### config.mk
export PLATFORM = sky130hd
export DESIGN_NAME = ipdr_front
export DESIGN_NICKNAME = d
export VERILOG_FILES = /design/src/rtl/ipdr_pkg.sv /design/src/rtl/ipdr_front.sv
export SDC_FILE = /design/constraint.sdc
export NUM_CORES = 1
export LEC_CHECK = 0
export ABC_AREA = 1
export BUFFER_PORTS_ARGS = -buffer_cell sky130_fd_sc_hd__buf_2
export CAP_MARGIN = 10
export CELL_PAD_IN_SITES_DETAIL_PLACEMENT = 1
export CELL_PAD_IN_SITES_GLOBAL_PLACEMENT = 2
export CORE_MARGIN = 10
export CORE_UTILIZATION = 10
export DETAILED_ROUTE_END_ITERATION = 10
export PLACE_DENSITY = 0.95
export SYNTH_ARGS = -nofsm -noshare
export SYNTH_HDL_FRONTEND = slang
export SYNTH_SLANG_ARGS = --single-unit
### constraint.sdc
create_clock -name vclk -period 0.8
set_clock_uncertainty 0.2 [all_clocks]
set_input_delay 0.2 -clock vclk [all_inputs]
set_output_delay 0.2 -clock vclk [all_outputs]
set_load 0.01 [all_outputs]
### src/rtl/ipdr_pkg.sv
package ipdr_pkg;

    localparam int MSG_DEPTH   = 1024;
    localparam int COUNT_WIDTH = 16;
    localparam int ADDR_W      = $clog2(MSG_DEPTH);
    localparam int CNT_W       = $clog2(MSG_DEPTH + 1);

    localparam int QDEPTH = 4;
    localparam int QPTR_W = $clog2(QDEPTH);
    localparam int QCNT_W = $clog2(QDEPTH + 1);

    localparam int IN_TDATA_W  = 24;
    localparam int IN_TUSER_W  = 3;
    localparam int OUT_TDATA_W = 64;

    localparam logic [2:0] REQ_SERIAL  = 3'd0;
    localparam logic [2:0] REQ_READ    = 3'd1;
    localparam logic [2:0] REQ_RELEASE = 3'd2;
    localparam logic [2:0] REQ_FLAGS   = 3'd3;
    localparam logic [2:0] REQ_TAKE    = 3'd4;

    localparam logic [1:0] CMD_NONE = 2'd0;
    localparam logic [1:0] CMD_A    = 2'd1;
    localparam logic [1:0] CMD_B    = 2'd2;

    localparam logic [7:0] CH_PLUS  = 8'h2B;
    localparam logic [7:0] CH_COMMA = 8'h2C;
    localparam logic [7:0] CH_COLON = 8'h3A;
    localparam logic [7:0] CH_ZERO  = 8'h30;
    localparam logic [7:0] CH_NINE  = 8'h39;
    localparam logic [7:0] CH_UP_I  = 8'h49;
    localparam logic [7:0] CH_UP_P  = 8'h50;
    localparam logic [7:0] CH_UP_D  = 8'h44;
    localparam logic [7:0] CH_LO_A  = 8'h61;
    localparam logic [7:0] CH_LO_B  = 8'h62;

    localparam logic [4:0] GOTIP_LEN  = 5'd11;
    localparam logic [4:0] CLOSED_LEN = 5'd6;
    localparam logic [4:0] DISC_LEN   = 5'd15;

    localparam logic [3:0] TEN = 4'd10;

    typedef enum logic [2:0] {
        OP_SERIAL,
        OP_READ,
        OP_RELEASE,
        OP_FLAGS,
        OP_TAKE,
        OP_NONE
    } op_t;

    typedef struct packed {
        logic       is_plus;
        logic       is_i;
        logic       is_p;
        logic       is_d;
        logic       is_comma;
        logic       is_colon;
        logic       is_digit;
        logic [3:0] digit;
        logic       is_a;
        logic       is_b;
    } byte_class_t;

    typedef struct packed {
        op_t         op;
        logic [7:0]  rx_byte;
        byte_class_t cls;
        logic [9:0]  read_index;
        logic [2:0]  link_flags_in;
    } item_t;

    typedef struct packed {
        logic        wifi_up;
        logic        tcp_up;
        logic        is_registered;
        logic        frame_ready;
        logic [10:0] frame_length;
        logic [7:0]  read_data;
        logic [1:0]  command_code;
        logic [15:0] dropped_frames;
        logic [15:0] cut_frames;
    } result_t;

    function automatic logic [7:0] gotip_char(input logic [4:0] pos);
        unique case (pos)
            5'd0:    return 8'h57;
            5'd1:    return 8'h49;
            5'd2:    return 8'h46;
            5'd3:    return 8'h49;
            5'd4:    return 8'h20;
            5'd5:    return 8'h47;
            5'd6:    return 8'h4F;
            5'd7:    return 8'h54;
            5'd8:    return 8'h20;
            5'd9:    return 8'h49;
            5'd10:   return 8'h50;
            default: return 8'h00;
        endcase
    endfunction

    function automatic logic [7:0] closed_char(input logic [4:0] pos);
        unique case (pos)
            5'd0:    return 8'h43;
            5'd1:    return 8'h4C;
            5'd2:    return 8'h4F;
            5'd3:    return 8'h53;
            5'd4:    return 8'h45;
            5'd5:    return 8'h44;
            default: return 8'h00;
        endcase
    endfunction

    function automatic logic [7:0] disc_char(input logic [4:0] pos);
        unique case (pos)
            5'd0:    return 8'h57;
            5'd1:    return 8'h49;
            5'd2:    return 8'h46;
            5'd3:    return 8'h49;
            5'd4:    return 8'h20;
            5'd5:    return 8'h44;
            5'd6:    return 8'h49;
            5'd7:    return 8'h53;
            5'd8:    return 8'h43;
            5'd9:    return 8'h4F;
            5'd10:   return 8'h4E;
            5'd11:   return 8'h4E;
            5'd12:   return 8'h45;
            5'd13:   return 8'h43;
            5'd14:   return 8'h54;
            default: return 8'h00;
        endcase
    endfunction

endpackage

### src/rtl/ipdr_front.sv
module ipdr_front (
    input  logic                            s_tvalid,
    output logic                            s_tready,
    input  logic [ipdr_pkg::IN_TUSER_W-1:0] s_tuser,
    input  logic [ipdr_pkg::IN_TDATA_W-1:0] s_tdata,
    input  logic                            q_full,
    output logic                            q_push,
    output ipdr_pkg::item_t                 q_item
);
    import ipdr_pkg::*;

    logic [7:0] b;

    assign b        = s_tdata[7:0];
    assign s_tready = !q_full;
    assign q_push   = s_tvalid && !q_full;

    always_comb begin
        unique case (s_tuser)
            REQ_SERIAL:  q_item.op = OP_SERIAL;
            REQ_READ:    q_item.op = OP_READ;
            REQ_RELEASE: q_item.op = OP_RELEASE;
            REQ_FLAGS:   q_item.op = OP_FLAGS;
            REQ_TAKE:    q_item.op = OP_TAKE;
            default:     q_item.op = OP_NONE;
        endcase
        q_item.rx_byte          = b;
        q_item.read_index       = s_tdata[17:8];
        q_item.link_flags_in    = s_tdata[20:18];
        q_item.cls.is_plus      = (b == CH_PLUS);
        q_item.cls.is_i         = (b == CH_UP_I);
        q_item.cls.is_p         = (b == CH_UP_P);
        q_item.cls.is_d         = (b == CH_UP_D);
        q_item.cls.is_comma     = (b == CH_COMMA);
        q_item.cls.is_colon     = (b == CH_COLON);
        q_item.cls.is_digit     = (b >= CH_ZERO) && (b <= CH_NINE);
        q_item.cls.digit        = 4'(b - CH_ZERO);
        q_item.cls.is_a         = (b == CH_LO_A);
        q_item.cls.is_b         = (b == CH_LO_B);
    end

endmodule

======== Yosys cells after proc, flatten, opt, wreduce, memory -nomap -nowiden ========
Index checks and enable logic that the tools add are counted.
cells by class
  add/sub/neg operators ................... 1
  order comparisons ....................... 2
  equal/unequal tests ..................... 12
  mux-type cells .......................... 1
  reduce and logical (&&, ||, !) cells .... 4
operators by type and width
  kind                   number
  $eq A8 B7 Y1 const B   5
  $eq A8 B6 Y1 const B   3
  $pmux W3 S5            1
  $ge A8 B6 Y1 const B   1
  $le A8 B6 Y1 const B   1
  $eq A3 B2 Y1 const B   2
  $sub A4 B1 Y4 const B  1
  $eq A3 B1 Y1 const B   1
  $eq A3 B3 Y1 const B   1
  $logic_not A3 Y1       1
  $logic_and A1 B1 Y1    2
  $logic_not A1 Y1       1
word-level totals
  register bits ........................... 0
  bits of input ports ..................... 29
  output and inout bits ................... 39

======== Logic depth before layout (Yosys ltp) ========
  depth in word-level cells ............... 2
  gate-level depth with buffers ........... 4
  mapped depth without buffers ............ 4

======== Least setup slack after synthesis ========
No wires, ideal clock.
  kind .................................... input -> output
  from .................................... input port s_tdata[6] in the netlist's numbering
  to ...................................... output port q_item[13] in the netlist's numbering
  arrival time ............................ 593 ps
  slack ................................... -193 ps
  cell stages on the path ................. 4
  path buffers ............................ 0
  path through ............................ inv_1 -> nor2_1 -> nand2_1 -> nor2_1
RTL lines
  what         line             text
  from (decl)  ipdr_front.sv:5  input logic [ipdr_pkg::IN_TDATA_W-1:0] s_tdata,
  to (decl)    ipdr_front.sv:8  output ipdr_pkg::item_t q_item

==> results_dict.tcl <==
set metrics [dict create \
    synth.top_cells.by_area "buf_4 (47%), nor2_1 (21%), nand2_1 (14%)" \
    met1Wirelength_um 557 \
    fin_crit_ps 1150 \
    core_region_area_sq_mm 0.00377 \
    start_util_pct 10.6 \
    rows 22 \
    die_area_sq_mm 0.00692 \
    slew_viol_final 0 \
    relSlewSlack_pct 91.1 \
    synth_warnings 0 \
    drc 0 \
    syn-mean-instance-area_sq_um 5.05 \
    path_max_fanout 3 \
    synth_cell_types 8 \
    clock.fmax_mhz 868 \
    synth.top_cell.area_share_pct 47.0 \
    vias 491 \
    hp-start "s_tdata[18]" \
    finalSetupViolations 26 \
    grt_max_degree 8 \
    place.gp.congestion 0.723 \
    syn_nets 108 \
    period_share_pct 144 \
    yosysSeqAreaShare_pct 0 \
    area_growth_pct 137 \
    die_h_um 83.2 \
    io_pins 68 \
    top_layer_used "met3" \
    ant_nets 0 \
    critPathArrivalTime_ps 750 \
    wl_mm 1.69 \
    hpwl_mm 1.34 \
    yosysTopAreaCell "buf_4" \
    placed_cells 141 \
    diodes 0 \
    fin_nets 131 \
    rsz0062_at_grt "true" \
    finalInstanceArea_sq_um 945 \
    viasPerCell 3.32 \
    synth_top_cells_by_count "buf_4 (25), nor2_1 (22), nand2_1 (15)" \
    place_ws_ps -484 \
    status "finished with violations" \
    dr_wl_met3_um 259 \
    grtUsageTotal_pct 4.53 \
    drt_iter0_markers 4 \
    grt_pass1_vias 543 \
    startpoint "s_tdata[7]" \
    worst_pin_slew_ps 133 \
    layout.cells.non_filler 148 \
    seq_cell_count 0 \
    finalHoldViolations 0 \
    first_pass_iters 4 \
    violations "setup timing" \
    port_buffers 39 \
    maxCapViolations 0 \
    regArea_sq_um 0 \
    drive_gt1_share_pct 83.0 \
    critPathKind "primary input to output port" \
    netlist_instances 79 \
    syn_area_sq_um 399 \
    end_kind "output port" \
    num-clock-buffers 0 \
    worstPathRequired_ps 400 \
    start_kind "primary input" \
    routed-wl-met2_um 876 \
    fp.dieW_um 83.2 \
    yosysMostFrequentCell "buf_4" \
    grt_pass1_wl_mm 2.78 \
    cellPowerDensity_mw_per_mm2 471 \
    cts_hold_buf 0 \
    power_uw 445 \
    ir_drop_mv 0.145 \
    p_leak_nw 0.450 \
    dpl-instance-area_sq_um 586 \
    routedWlPerCell_um 11.4 \
    hold_path.class "primary input to output port" \
    setup_tns_ps -4950 \
    antenna_found_initial 0 \
    grt_overflow_total 0 \
    layout_setup_ws_ps -352 \
]
## path summary, 6_finish.rpt
kind / to / cells after the start
max: q_item[22] / 5
min: q_item[0] / 0
## worst max-delay path, cell delays in order
cell,delay (ps)
buf_8,110
nor2_4,140
nand2_2,80
nor2_2,90
buf_2,130
## area by class of cell
type / instances / area [sq um]
repair buffers: 47 / 524
well taps: 48 / 60.1
multi-input cells: 40 / 277
inverters: 13 / 83.8
fillers: 444 / 2830
## cell families (layout without fill, tap and decap cells)
family | after synthesis | after routing | synth area share, %
simple gates | 39 | 39 | 37.9
buf+inv | 39 | 60 | 60.2
compound gates | 1 | 1 | 1.88
## layer usage
layer	up-vias	global-route usage, %
li1	244	-
met1	221	4.90
met2	26	7.68
met3	0	2.83
met4	0	0.154
met5	-	0
## per-stage QoR
step	utilization, %	hold WS (ps)
finish	25.0	200
global placement	15.5	200
detailed placement	15.5	200
floorplan	-	244
CTS	22.4	200
global route	25.0	200
## power breakdown
part	leakage [nW]	internal [mW]	switching [mW]
logic	0.450	0.257	0.188
clock network	0	0	0
registers	0	0	0
total	0.450	0.257	0.188
## cells in the final DEF, fill, tap and decap left out, types with 2 or more instances in the layout
master and n:
nand2_1 8, buf_6 25, nor2_2 10, inv_2 4
buf_12 7, nor2_4 10, inv_1 4, nand2_2 6
buf_4 3, buf_8 2, inv_8 2, nor2_1 4
buf_2 10
## what timing repair did
action | CTS | global route
endpoints found under the hold margin | 0 | 0
setup endpoints to repair | 26 | 26
pin swaps | 16 | 13
gates resized for setup | 58 | 15
buffers inserted | 1 | 6
(Power assumes the default switching activity.)
