==> src/rtl/ipdr_pkg.sv <==
package ipdr_pkg;

    localparam int MSG_DEPTH   = 1024;
    localparam int COUNT_WIDTH = 16;
    localparam int ADDR_W      = $clog2(MSG_DEPTH);
    localparam int CNT_W       = $clog2(MSG_DEPTH + 1);

    localparam int QDEPTH = 4;
    localparam int QPTR_W = $clog2(QDEPTH);
    localparam int QCNT_W = $clog2(QDEPTH + 1);

    localparam int IN_TDATA_W  = 24;
    localparam int IN_TUSER_W  = 3;
    localparam int OUT_TDATA_W = 64;

    localparam logic [2:0] REQ_SERIAL  = 3'd0;
    localparam logic [2:0] REQ_READ    = 3'd1;
    localparam logic [2:0] REQ_RELEASE = 3'd2;
    localparam logic [2:0] REQ_FLAGS   = 3'd3;
    localparam logic [2:0] REQ_TAKE    = 3'd4;

    localparam logic [1:0] CMD_NONE = 2'd0;
    localparam logic [1:0] CMD_A    = 2'd1;
    localparam logic [1:0] CMD_B    = 2'd2;

    localparam logic [7:0] CH_PLUS  = 8'h2B;
    localparam logic [7:0] CH_COMMA = 8'h2C;
    localparam logic [7:0] CH_COLON = 8'h3A;
    localparam logic [7:0] CH_ZERO  = 8'h30;
    localparam logic [7:0] CH_NINE  = 8'h39;
    localparam logic [7:0] CH_UP_I  = 8'h49;
    localparam logic [7:0] CH_UP_P  = 8'h50;
    localparam logic [7:0] CH_UP_D  = 8'h44;
    localparam logic [7:0] CH_LO_A  = 8'h61;
    localparam logic [7:0] CH_LO_B  = 8'h62;

    localparam logic [4:0] GOTIP_LEN  = 5'd11;
    localparam logic [4:0] CLOSED_LEN = 5'd6;
    localparam logic [4:0] DISC_LEN   = 5'd15;

    localparam logic [3:0] TEN = 4'd10;

    typedef enum logic [2:0] {
        OP_SERIAL,
        OP_READ,
        OP_RELEASE,
        OP_FLAGS,
        OP_TAKE,
        OP_NONE
    } op_t;

    typedef struct packed {
        logic       is_plus;
        logic       is_i;
        logic       is_p;
        logic       is_d;
        logic       is_comma;
        logic       is_colon;
        logic       is_digit;
        logic [3:0] digit;
        logic       is_a;
        logic       is_b;
    } byte_class_t;

    typedef struct packed {
        op_t         op;
        logic [7:0]  rx_byte;
        byte_class_t cls;
        logic [9:0]  read_index;
        logic [2:0]  link_flags_in;
    } item_t;

    typedef struct packed {
        logic        wifi_up;
        logic        tcp_up;
        logic        is_registered;
        logic        frame_ready;
        logic [10:0] frame_length;
        logic [7:0]  read_data;
        logic [1:0]  command_code;
        logic [15:0] dropped_frames;
        logic [15:0] cut_frames;
    } result_t;

    function automatic logic [7:0] gotip_char(input logic [4:0] pos);
        unique case (pos)
            5'd0:    return 8'h57;
            5'd1:    return 8'h49;
            5'd2:    return 8'h46;
            5'd3:    return 8'h49;
            5'd4:    return 8'h20;
            5'd5:    return 8'h47;
            5'd6:    return 8'h4F;
            5'd7:    return 8'h54;
            5'd8:    return 8'h20;
            5'd9:    return 8'h49;
            5'd10:   return 8'h50;
            default: return 8'h00;
        endcase
    endfunction

    function automatic logic [7:0] closed_char(input logic [4:0] pos);
        unique case (pos)
            5'd0:    return 8'h43;
            5'd1:    return 8'h4C;
            5'd2:    return 8'h4F;
            5'd3:    return 8'h53;
            5'd4:    return 8'h45;
            5'd5:    return 8'h44;
            default: return 8'h00;
        endcase
    endfunction

    function automatic logic [7:0] disc_char(input logic [4:0] pos);
        unique case (pos)
            5'd0:    return 8'h57;
            5'd1:    return 8'h49;
            5'd2:    return 8'h46;
            5'd3:    return 8'h49;
            5'd4:    return 8'h20;
            5'd5:    return 8'h44;
            5'd6:    return 8'h49;
            5'd7:    return 8'h53;
            5'd8:    return 8'h43;
            5'd9:    return 8'h4F;
            5'd10:   return 8'h4E;
            5'd11:   return 8'h4E;
            5'd12:   return 8'h45;
            5'd13:   return 8'h43;
            5'd14:   return 8'h54;
            default: return 8'h00;
        endcase
    endfunction

endpackage

==> src/rtl/ipdr_queue.sv <==
module ipdr_queue (
    input  logic            aclk,
    input  logic            aresetn,
    input  logic            push,
    input  ipdr_pkg::item_t push_item,
    output logic            full,
    input  logic            pop,
    output logic            valid,
    output ipdr_pkg::item_t head_item
);
    import ipdr_pkg::*;

    item_t             entry_reg [QDEPTH];
    logic [QPTR_W-1:0] wr_ptr_reg;
    logic [QPTR_W-1:0] rd_ptr_reg;
    logic [QCNT_W-1:0] count_reg;
    logic [QCNT_W-1:0] count_next;

    assign full      = (count_reg == QCNT_W'(QDEPTH));
    assign valid     = (count_reg != '0);
    assign head_item = entry_reg[rd_ptr_reg];

    always_comb begin
        count_next = count_reg;
        if (push && !pop) begin
            count_next = count_reg + 1'b1;
        end else if (pop && !push) begin
            count_next = count_reg - 1'b1;
        end
    end

    always_ff @(posedge aclk) begin
        if (!aresetn) begin
            wr_ptr_reg <= '0;
            rd_ptr_reg <= '0;
            count_reg  <= '0;
        end else begin
            if (push) begin
                wr_ptr_reg <= QPTR_W'((32'(wr_ptr_reg) + 1) % QDEPTH);
            end
            if (pop) begin
                rd_ptr_reg <= QPTR_W'((32'(rd_ptr_reg) + 1) % QDEPTH);
            end
            count_reg <= count_next;
        end
    end

    always_ff @(posedge aclk) begin
        if (push) begin
            entry_reg[wr_ptr_reg] <= push_item;
        end
    end

endmodule

==> config.mk <==
export PLATFORM = sky130hd
export DESIGN_NAME = ipdr_queue
export DESIGN_NICKNAME = d
export VERILOG_FILES = /design/src/rtl/ipdr_pkg.sv /design/src/rtl/ipdr_queue.sv
export SDC_FILE = /design/constraint.sdc
export NUM_CORES = 1
export LEC_CHECK = 0
export ABC_CLOCK_PERIOD_IN_PS = 5500
export CELL_PAD_IN_SITES_DETAIL_PLACEMENT = 1
export CELL_PAD_IN_SITES_GLOBAL_PLACEMENT = 1
export CORE_UTILIZATION = 30
export DETAILED_ROUTE_END_ITERATION = 7
export DONT_BUFFER_PORTS = 1
export GPL_ROUTABILITY_DRIVEN = 0
export PLACE_DENSITY = 0.51
export SETUP_SLACK_MARGIN = 0.1
export SLEW_MARGIN = 20
export SYNTH_ARGS = -nofsm -noshare
export SYNTH_HDL_FRONTEND = slang
export SYNTH_SLANG_ARGS = --single-unit
==> constraint.sdc <==
create_clock -name aclk -period 5.5 [get_ports aclk]
set_input_delay 1.1 -clock aclk [delete_from_list [all_inputs] [get_ports aclk]]
set_output_delay 1.1 -clock aclk [all_outputs]
set_load 0.02 [all_outputs]
# Word level (Yosys, flattened, before mapping)
# Memories as Yosys holds them, arrays and structs flattened. A register that Yosys moved wholly into a read port is not among the register bits.
# Index checks and enable logic that the tools add are counted.
# word_totals
register_bits	7
ram_bits	148
in_bits	41
out_inout_bits	39
elab_cells	21
mem_count	1
# memory_table
name	depth	word_bits	read_ports	rd_clocked_by_memory_dff	write_ports	line	rtl
entry_reg	4	37	1	1	1	ipdr_queue.sv:13	item_t entry_reg [QDEPTH];
# op_classes
n_addsub	4
eq_ne	1
n_mux	6
reduce_logical	6
# op_table
op	n
$mux W3	2
$add A2 B1 Y2 const B	2
$mux W2	2
$add A3 B1 Y3 const B	1
$eq A3 B3 Y1 const B	1
$reduce_bool A3 Y1	1
$sub A3 B1 Y3 const B	1
$logic_and A1 B1 Y1	2
$logic_not A1 Y1	2
$mux W1	2
$reduce_bool A2 Y1	1

# Longest topological paths before layout
# logic_depth
word_depth	4
mapped_depth	7
mapped_depth_nobuf	7

# Worst setup path before layout
# OpenSTA, ideal clock, no wires.
# synth_path
path_kind	input-to-reg
startpoint	input push
endpoint	memory entry_reg[0][0] in the netlist's numbering (enable)
setup_ns	0.398
arrival_ns	2.005
required_ns	5.102
path_slack_ns	3.098
cell_stages	1
n_path_buf	0
cell_sequence	and2_1
# synth_between
elab_chain_cells	2
# synth_lines
item	line	rtl
start: declaration	ipdr_queue.sv:4	input logic push,
$mux W1	ipdr_queue.sv:49	if (push) begin
$mux W1 (not written as such)	ipdr_queue.sv:50	entry_reg[wr_ptr_reg] <= push_item;
end: declaration	ipdr_queue.sv:13	
# Every way passes these cells.

==> metrics <==
detailed-route wire length per cell 20.48 um; Startpoint Class flop; initial standard-cell utilization of the core 0.3092; Warnings, synthesis 0; internal power summed over all cells 0.002170 W; class of the most critical hold timing path flop to flop; Critical Path Fanout Max 23; Synth Area in Simple Gates 0.01585; H-tree depth 4; clock tree from TritonCTS yes; slack of the worst reg-to-reg path 3.66 ns; I/O pin total 80; number of sinks handled by clock tree synthesis 157; setup ws final 1.977 ns; maximum number of pins on one net before global-route repair 38; half-perimeter wire length after detailed placement 6362 um; area of the die 0.02004 mm2; first-pass iteration count of the detailed router 4; Switching Share 0.2240; sequential area share after synthesis 0.7916; clock latency on the worst-skew pair 0.42 ns; Final TNS setup 0 ns; mapped cell area 0.005842 mm2; crit path kind flop to output pin; max-slew violation count 0; synthesized-area fraction occupied by xor and xnor cells 0.007496; relative contribution of the clock network to total power 0.421; Critical Path RT 4.40 ns; crit path DAT 2.42 ns; unique cell type count in the Yosys netlist 21; clock transition time at the flip-flop clock pins of the worst setup and hold paths 0.06 ns; final-stage net count 299; run status completed; number of cells on the worst reg-to-reg path 4; Root Driver sky130_fd_sc_hd__clkbuf_16; Worst Tran Pin Value 1.020 ns; Post-Syn Instances 236; number of flip-flops under the largest register name 148; vertical die dimension 141.5 um; Area growth syn-to-layout 14.99%; DP Worst Slack 2.322 ns; die boundary width 141.5 um; Setup crit end head_item[28]; number of hold violations in the final report 0; number of antenna-violating nets in the routed design 0; max-cap violation count 0; maximum vdd ir drop 0.2128 mV; Worst setup EP type output pin; Vias 2,351; number of cells upsized or downsized after cts 0; leakage 2.101 nW; flops & latches, synth 157; overflow left after global routing 0; compound-cell area share of the yosys netlist 0.002142; Final Routed Wirelength 10,750 um; Seq pwr share 0.504; Power Density 416.2 mW/mm2; post-detailed-route via-to-cell ratio 4.478; setup bufs post-CTS 0; number of buffers created by CTS 17; deepest clock path buffer count 2; proportion of synthesized area in mux cells 0.1506; skew final 0.008770 ns; Adder-Cell Fraction of Synth Area 0.01414; count of unresolved DRC violations after routing 0; Hold Worst Slack 0.5267 ns; worst hold path cell count 2; final worst-path cycle share 0.6406; number of antenna violations at the first check in global routing 0; share of power burned in combinational logic 0.074; combined global-route utilization of all metal layers 0.1157; Mapped Nets 283; dominant combinational cell family by area after synthesis multiplexers; post-layout min period 3.523 ns; global-route wire length before repair 15,990 um; count of buffers inserted at the top-level ports 0; Avg Inst Size Synth 24.75 um2; count of inserted antenna diode cells 0; area inside the core boundary 0.01889 mm2; share of final-layout standard cells stronger than drive strength 1 0.2604; worst flop-to-flop path startpoint wr_ptr_reg[0]; highest attainable clock frequency 283.8 MHz; worst slew margin relative to its limit 0.3200; standard-cell rows 50; setup repair after global routing missed its margin false; RR Endpoint entry_reg[2][0]; via count of the first global-routing pass 2,603; drt first-iter violations 87; total of hold buffers inserted after clock tree synthesis 0; Net Switching 0.0006263 W; count of endpoints failing setup in the final report 0
[kinds of logic after synthesis]
group           Yosys count
flops                   157
mux                      39
simple gates             15
buf+inv                  12
fa+ha+maj                 6
xor+xnor                  5
compound gates            2
[stage by stage]
step           power (W)  cells    util  area [um2]
2_1_floorplan   0.001611    236       -        5842
3_3_place_gp    0.001646    493  0.3240        6121
3_5_place_dp    0.001654    493  0.3240        6121
4_1_cts         0.002842    525  0.3556        6718
5_1_grt         0.002902    525  0.3556        6718
6_report        0.002796    525  0.3556        6718
[Yosys cell counts]
library cell / n / area, um2
sky130_fd_sc_hd__buf_6: 1 / 11.26
sky130_fd_sc_hd__buf_12: 3 / 60.06
sky130_fd_sc_hd__xnor2_1: 2 / 17.52
sky130_fd_sc_hd__xor2_1: 3 / 26.28
sky130_fd_sc_hd__clkbuf_2: 1 / 5.000
sky130_fd_sc_hd__and2_1: 9 / 56.30
sky130_fd_sc_hd__nand2_1: 1 / 3.750
sky130_fd_sc_hd__edfxtp_1: 148 / 4444
sky130_fd_sc_hd__dfxtp_1: 9 / 180.2
sky130_fd_sc_hd__or3_1: 2 / 12.51
sky130_fd_sc_hd__a21boi_0: 1 / 7.510
sky130_fd_sc_hd__fa_1: 1 / 20.02
sky130_fd_sc_hd__buf_2: 3 / 15.01
sky130_fd_sc_hd__inv_1: 4 / 15.01
sky130_fd_sc_hd__nor2b_1: 2 / 12.51
sky130_fd_sc_hd__ha_1: 5 / 62.56
sky130_fd_sc_hd__mux4_2: 30 / 675.7
sky130_fd_sc_hd__nor3b_1: 1 / 7.510
sky130_fd_sc_hd__o21ai_0: 1 / 5.000
sky130_fd_sc_hd__mux2i_1: 2 / 20.02
sky130_fd_sc_hd__mux4_1: 7 / 183.9
[cells in the final DEF (no fill, tap or decap), types with 3 or more instances in the layout]
master,netlist,routed
sky130_fd_sc_hd__and2_1,9,5
sky130_fd_sc_hd__and2_2,0,4
sky130_fd_sc_hd__buf_4,0,5
sky130_fd_sc_hd__bufinv_16,0,3
sky130_fd_sc_hd__clkbuf_16,0,17
sky130_fd_sc_hd__clkinvlp_4,0,3
sky130_fd_sc_hd__dfxtp_1,9,7
sky130_fd_sc_hd__edfxtp_1,148,148
sky130_fd_sc_hd__ha_1,5,5
sky130_fd_sc_hd__inv_1,4,4
sky130_fd_sc_hd__inv_6,0,3
sky130_fd_sc_hd__mux4_1,7,7
sky130_fd_sc_hd__mux4_2,30,30
sky130_fd_sc_hd__xor2_1,3,3
[routing by layer]
layer  track usage  vias to the layer above  routed length (um)  share of wire
met3       0.05839                       14                 849          0.079
met2        0.1849                       74                5245           0.49
li1              -                     1021                   -              -
met5             0                        -                   0              0
met1        0.1340                     1242                4521           0.42
met4       0.04075                        0                 135          0.013
[final cells by class]
| type | instances | area, um2 |
|---|---|---|
| inverter | 4 | 15.01 |
| clock inverter | 13 | 163.9 |
| multi-input combinational | 67 | 1116 |
| clock buffer | 19 | 432.9 |
| sequential | 157 | 4627 |
| fill | 1855 | 12180 |
| timing repair buffer | 5 | 37.54 |
| tap | 260 | 325.3 |
[power by group through the flow]
stage | Sequential (W) | Combinational (W) | Clock (W)
after floorplan | 0.00141 | 0.000202 | 0
after global placement | 0.00143 | 0.000211 | 0
after detailed placement | 0.00144 | 0.000215 | 0
after CTS | 0.00141 | 0.000216 | 0.00121
after global routing | 0.00142 | 0.000224 | 0.00126
final | 0.00141 | 0.000208 | 0.00118
[worst min-delay path by stage]
stage | startpoint | endpoint | slack [ns]
after CTS | count_reg[2] | count_reg[2] | 0.54
after floorplan | count_reg[2] | count_reg[2] | 0.47
final | count_reg[2] | count_reg[2] | 0.53
after global placement | count_reg[2] | count_reg[2] | 0.49
after detailed placement | count_reg[2] | count_reg[2] | 0.53
after global routing | count_reg[2] | count_reg[2] | 0.56
[critical path, stage by stage (launching register included)]
cell                      delay (ns)
sky130_fd_sc_hd__dfxtp_2        0.92
sky130_fd_sc_hd__buf_4          0.43
sky130_fd_sc_hd__mux4_2         0.63
No activity file was read; power rests on OpenSTA's default activity.
